--- src/srs_pkg.sv ---
// shared types, codes and constants of the score repeat sequencer
// no dependencies
package srs_pkg;

    localparam int TOKEN_DEPTH_DEF = 1024;
    localparam int DEST_DEPTH_DEF  = 256;
    localparam int MAX_HOPS_DEF    = 10;

    localparam int TOK_W = 24;
    localparam int DST_W = 30;
    localparam int RC_W  = 8;

    localparam logic [9:0]  NO_DEST  = 10'h3ff;
    localparam logic [7:0]  NO_REF   = 8'hff;
    localparam logic [10:0] CUR_NONE = 11'h7ff;
    localparam logic [10:0] CUR_CAP  = 11'd1024;
    localparam logic [7:0]  RC_FAST  = 8'd100;
    localparam logic [7:0]  RC_MAX   = 8'd255;

    typedef enum logic [1:0] {
        OP_TOKEN = 2'd0,
        OP_DEST  = 2'd1,
        OP_START = 2'd2,
        OP_FETCH = 2'd3
    } t_op;

    typedef enum logic [2:0] {
        K_REPEAT = 3'd0,
        K_FINE   = 3'd1,
        K_VOLTA  = 3'd2,
        K_JUMP   = 3'd3,
        K_END    = 3'd4
    } t_kind;

    typedef enum logic [1:0] {
        RES_NOTE = 2'd0,
        RES_END  = 2'd1,
        RES_JUMP = 2'd2
    } t_res;

    typedef struct packed {
        t_op         op;
        logic [9:0]  index;
        logic        is_jump;
        logic [29:0] word;
        logic        switch_on;
    } t_in_item;

    typedef struct packed {
        t_res        result_kind;
        logic [5:0]  duration;
        logic [5:0]  bass_note;
        logic        articulated;
        logic [9:0]  beat_mask;
        logic [9:0]  position;
    } t_out_item;

    // controller to datapath
    typedef struct packed {
        logic write;
        logic start;
        logic fetch;
        logic head;
        logic jread;
        logic exec;
        logic tail;
        logic load;
        t_res res;
    } t_cmd;

    // datapath to controller
    typedef struct packed {
        logic lim_hit;
        logic tok_jump;
        logic exec_end;
        logic hop_last;
    } t_stat;

endpackage

--- src/srs_ctrl.sv ---
// controller: fetch sequencing state machine and output register handshake
// depends on srs_pkg
module srs_ctrl import srs_pkg::*; (
    input  logic  i_clk,
    input  logic  i_rst_n,
    input  logic  i_in_valid,
    input  t_op   i_in_op,
    input  logic  i_out_ready,
    input  t_stat i_stat,
    output logic  o_in_ready,
    output logic  o_out_valid,
    output t_cmd  o_cmd
);
    typedef enum logic [2:0] {
        S_IDLE, S_HEAD, S_TOKW, S_JEXEC, S_TAIL, S_TAILW, S_DONE
    } t_state;

    t_state r_state, n_state;
    t_res   r_res, n_res;
    logic   r_out_valid;
    logic   accept;
    logic   load;

    assign o_in_ready = (r_state == S_IDLE);
    assign accept     = i_in_valid && o_in_ready;
    assign load       = (r_state == S_DONE) && (!r_out_valid || i_out_ready);

    always_comb begin
        n_state = r_state;
        n_res   = r_res;
        unique case (r_state)
            S_IDLE: begin
                if (accept && i_in_op == OP_FETCH) begin
                    n_state = S_HEAD;
                end
            end
            S_HEAD: begin
                if (i_stat.lim_hit) begin
                    n_res   = RES_END;
                    n_state = S_DONE;
                end else begin
                    n_state = S_TOKW;
                end
            end
            S_TOKW: begin
                if (i_stat.tok_jump) begin
                    n_state = S_JEXEC;
                end else begin
                    n_res   = RES_NOTE;
                    n_state = S_DONE;
                end
            end
            S_JEXEC: begin
                if (i_stat.exec_end) begin
                    n_res   = RES_END;
                    n_state = S_DONE;
                end else begin
                    n_state = S_TAIL;
                end
            end
            S_TAIL: begin
                if (i_stat.lim_hit) begin
                    n_res   = RES_END;
                    n_state = S_DONE;
                end else begin
                    n_state = S_TAILW;
                end
            end
            S_TAILW: begin
                if (!i_stat.tok_jump) begin
                    n_res   = RES_NOTE;
                    n_state = S_DONE;
                end else if (i_stat.hop_last) begin
                    n_res   = RES_JUMP;
                    n_state = S_DONE;
                end else begin
                    n_state = S_HEAD;
                end
            end
            S_DONE: begin
                if (load) begin
                    n_state = S_IDLE;
                end
            end
            default: begin
                n_state = S_IDLE;
            end
        endcase
    end

    always_ff @(posedge i_clk) begin
        if (!i_rst_n) begin
            r_state     <= S_IDLE;
            r_res       <= RES_NOTE;
            r_out_valid <= 1'b0;
        end else begin
            r_state <= n_state;
            r_res   <= n_res;
            if (load) begin
                r_out_valid <= 1'b1;
            end else if (i_out_ready) begin
                r_out_valid <= 1'b0;
            end
        end
    end

    always_comb begin
        o_cmd       = '0;
        o_cmd.write = accept && (i_in_op == OP_TOKEN || i_in_op == OP_DEST);
        o_cmd.start = accept && i_in_op == OP_START;
        o_cmd.fetch = accept && i_in_op == OP_FETCH;
        o_cmd.head  = (r_state == S_HEAD);
        // jump operands are read as soon as the token shows a jump
        o_cmd.jread = (r_state == S_TOKW) && i_stat.tok_jump;
        o_cmd.exec  = (r_state == S_JEXEC);
        o_cmd.tail  = (r_state == S_TAIL);
        o_cmd.load  = load;
        o_cmd.res   = r_res;
    end

    assign o_out_valid = r_out_valid;
endmodule

--- config.mk ---
export PLATFORM = sky130hd
export DESIGN_NAME = srs_ctrl
export DESIGN_NICKNAME = d
export VERILOG_FILES = /design/src/srs_pkg.sv /design/src/srs_ctrl.sv
export SDC_FILE = /design/constraint.sdc
export NUM_CORES = 1
export LEC_CHECK = 0
export ABC_CLOCK_PERIOD_IN_PS = 1300
export BUFFER_PORTS_ARGS = -buffer_cell sky130_fd_sc_hd__buf_2
export CORE_MARGIN = 2
export CORE_UTILIZATION = 34
export CTS_CLUSTER_SIZE = 10
export DETAILED_ROUTE_END_ITERATION = 12
export SLEW_MARGIN = 40
export SYNTH_ARGS = -nofsm -noshare
export SYNTH_HDL_FRONTEND = slang
export SYNTH_SLANG_ARGS = --single-unit
--- constraint.sdc ---
create_clock -name i_clk -period 1.3 [get_ports i_clk]
set_input_delay 0.065 -clock i_clk [delete_from_list [all_inputs] [get_ports i_clk]]
set_output_delay 0.065 -clock i_clk [all_outputs]
set_load 0.05 [all_outputs]
==> summary.md <==
| Metric | Value |
|---|---|
| Reg clk slew, reported paths | 0.04 ns |
| WHS Endpoint | r_state[2] |
| Detail Route Antenna Nets | 0 |
| Peak fanout along the critical path | 6 |
| DRT Wirelength | 1300 um |
| Reg-to-reg startpoint | r_state[1] |
| VDD IR-drop max | 0.869 mV |
| GPL Wtd Cong | 0.729 |
| Row Count | 13 |
| Layout cells sized above 1 | 53.8% |
| I/O pin cnt | 22 |
| Commonest non-fill, non-tap cell in the layout | buf_2 |
| Crit Path Class | flop to output pin |
| End of the worst register-to-register path | r_res[1] |
| Die footprint | 1640 um2 |
| CTS Buf Count | 3 |
| Max-slew headroom | 81.8% |
| Setup Skew | 0.00493 ns |
| Crit. End Element | output pin |
| CP Launch Type | flop |
| GRT Total Usage | 19.1% |
| Core box area | 1270 um2 |
| # hold bufs at CTS | 0 |
| Reg-to-reg slack, setup | 0.01 ns |
| Unique masters post-synth | 28 |
| Failing checks | negative setup slack |
| Dpl hpwl | 1010 um |
| Tmin final | 1.35 ns |
| Vias in the first global route | 513 |
| Place WS | -0.0281 ns |
| Post-route worst setup slack | -0.0545 ns |
| CTS tree | done |
| Worst Hold Class | input port to flop |
| Clock sinks | 6 |
| DRC viols | 0 |
| First-pass iteration count of the detailed router | 3 |
| Mapped Nets | 70 |
| Post-Synthesis Cells | 60 |
| Finished Core Util | 61.9% |
| Clock Path Buffers | 2 |
| Initial antenna violation count | 0 |
| Pwr per Cell Area | 1330 nW/um2 |
| CP Data Arrival Time | 1.29 ns |
| Hold Startpoint | i_rst_n |
| Synth top area cells | dfxtp_1 (27%), nor2b_1 (9.7%), nor2_1 (5.8%) |
| Synth Register Bits | 6 |
| Worst-case reg-to-reg path depth | 4 |
| Leak | 0.368 nW |
| Worst path required time | 1.24 ns |
| Initial core utilization | 35.6% |
| Fmax | 738 MHz |
| Final worst path period share | 104% |
| RSZ-0062 raised after global routing | yes |
| Number of diodes | 0 |
| Die width | 40.5 um |
| Worst-skew pair later-pin latency | 0.24 ns |
| Synth-to-Final Area Change | 74.0% |
| Worst Max-Slew Pin Slew | 0.272 ns |
| Post-synth top area share | 26.6% |
| Hold Path Depth | 2 |
| Total grt overflow | 0 |
| Synth Area per Inst | 7.53 um2 |
| Count of final hold-check violations | 0 |
| Fin. max-slew vios | 0 |
| CTS root buffer | clkbuf_4 |
| Largest net degree at the start of global routing | 9 |
| Post-synthesis cell area | 452 um2 |
| MaxCap Viol Count | 0 |
| Chip height | 40.5 um |
| Layout net count | 103 |
| Power, Total | 1.05 mW |
| First-pass GRT wire length | 2060 um |
| DR vias/cell | 4.93 |
| 1st-iter DRT viols | 3 |
| Register area share after synthesis | 26.6% |
| Most frequent cells in the layout | buf_2 (12), buf_4 (9), buf_6 (8) |
| Port bufs | 21 |
| Ys Warns | 0 |
| Outcome | finished with violations |
| Setup-failing EPs final | 1 |
| WL/cell | 12.3 um |
| H-Tree Depth | 1 |
| Vias | 523 |
| Post-synth top area cell | dfxtp_1 |
==> power by group <==
part | total, mW | internal (mW) | switching [mW]
combinational | 0.628 | 0.283 | 0.345
clock | 0.166 | 0.104 | 0.0624
sequential | 0.254 | 0.211 | 0.0428
==> registers in the layout, summed over array words and instances (netlist names) <==
signal / flops
r_res: 2
r_state: 3
o_out_valid: 1
==> what timing repair did <==
action,4_1_cts,5_1_grt
resized for setup,14,14
setup buffers,2,0
pin swaps,4,2
endpoints found under the setup margin,10,12
==> layout make-up <==
| type | count | area (um2) |
|---|---|---|
| inverters | 1 | 3.75 |
| well taps | 15 | 18.8 |
| clock buffers | 3 | 22.5 |
| fillers | 115 | 483 |
| flip-flops and latches | 6 | 133 |
| multi-input cells | 49 | 372 |
| repair buffers | 32 | 236 |
==> per-stage QoR <==
stage | TNS, ns | std cells | hold slack, ns | instance area (um2)
after detailed placement | -0.0532 | 101 | 0.371 | 662
after CTS | -0.0877 | 106 | 0.110 | 734
after global routing | -0.439 | 106 | 0.120 | 786
after global placement | 0 | 101 | 0.373 | 662
after floorplan | -2.37 | 60 | 0.187 | 502
final | -0.0545 | 106 | 0.117 | 786
==> Yosys cell counts <==
cell and number:
nand3_1 2, o21a_1 1, buf_2 2, inv_1 1
nor2_1 7, a2bb2oi_1 1, nor3_2 1, o31ai_1 1
mux2i_1 2, nand4b_2 1, or3_1 1, a211oi_1 1
o21ai_0 3, nor4bb_1 1, nor2b_1 7, and3_1 1
a21oi_1 2, buf_4 2, nand2_1 6, nor3_1 1
dfxtp_1 6, nor3b_1 3, a22oi_1 1, and2_1 1
nand2b_1 2, o31a_1 1, nand3b_1 1, nand4_1 1
==> cell families after synthesis <==
logic type	count (synthesis)	synth area share, %
compound gates	11	16.1
buf+inv	5	6.37
flops	6	26.6
mux	2	4.43
simple gates	36	46.5
==> worst max path at each step <==
| stage | from | endpoint |
|---|---|---|
| CTS | r_state[2] | o_cmd[8] |
| global route | r_state[2] | o_cmd[8] |
| global placement | r_state[1] | r_res[0] |
| detailed placement | r_state[1] | r_res[0] |
| floorplan | r_state[0] | o_cmd[8] |
| finish | r_state[2] | o_cmd[8] |
==> critical path, cell delays in order, from the launching register on <==
cell and delay (ns):
dfxtp_4 0.36, nor3_4 0.21, nand2_2 0.12, nor3b_4 0.18
buf_6 0.18
==> layer usage <==
layer  global-route usage (%)  share of wire, %
met2                     37.3                54
met4                     5.00                 0
met1                     20.0                42
met5                        0                 0
met3                     3.89               4.1
Note: power is estimated with default switching activity, not from simulation.
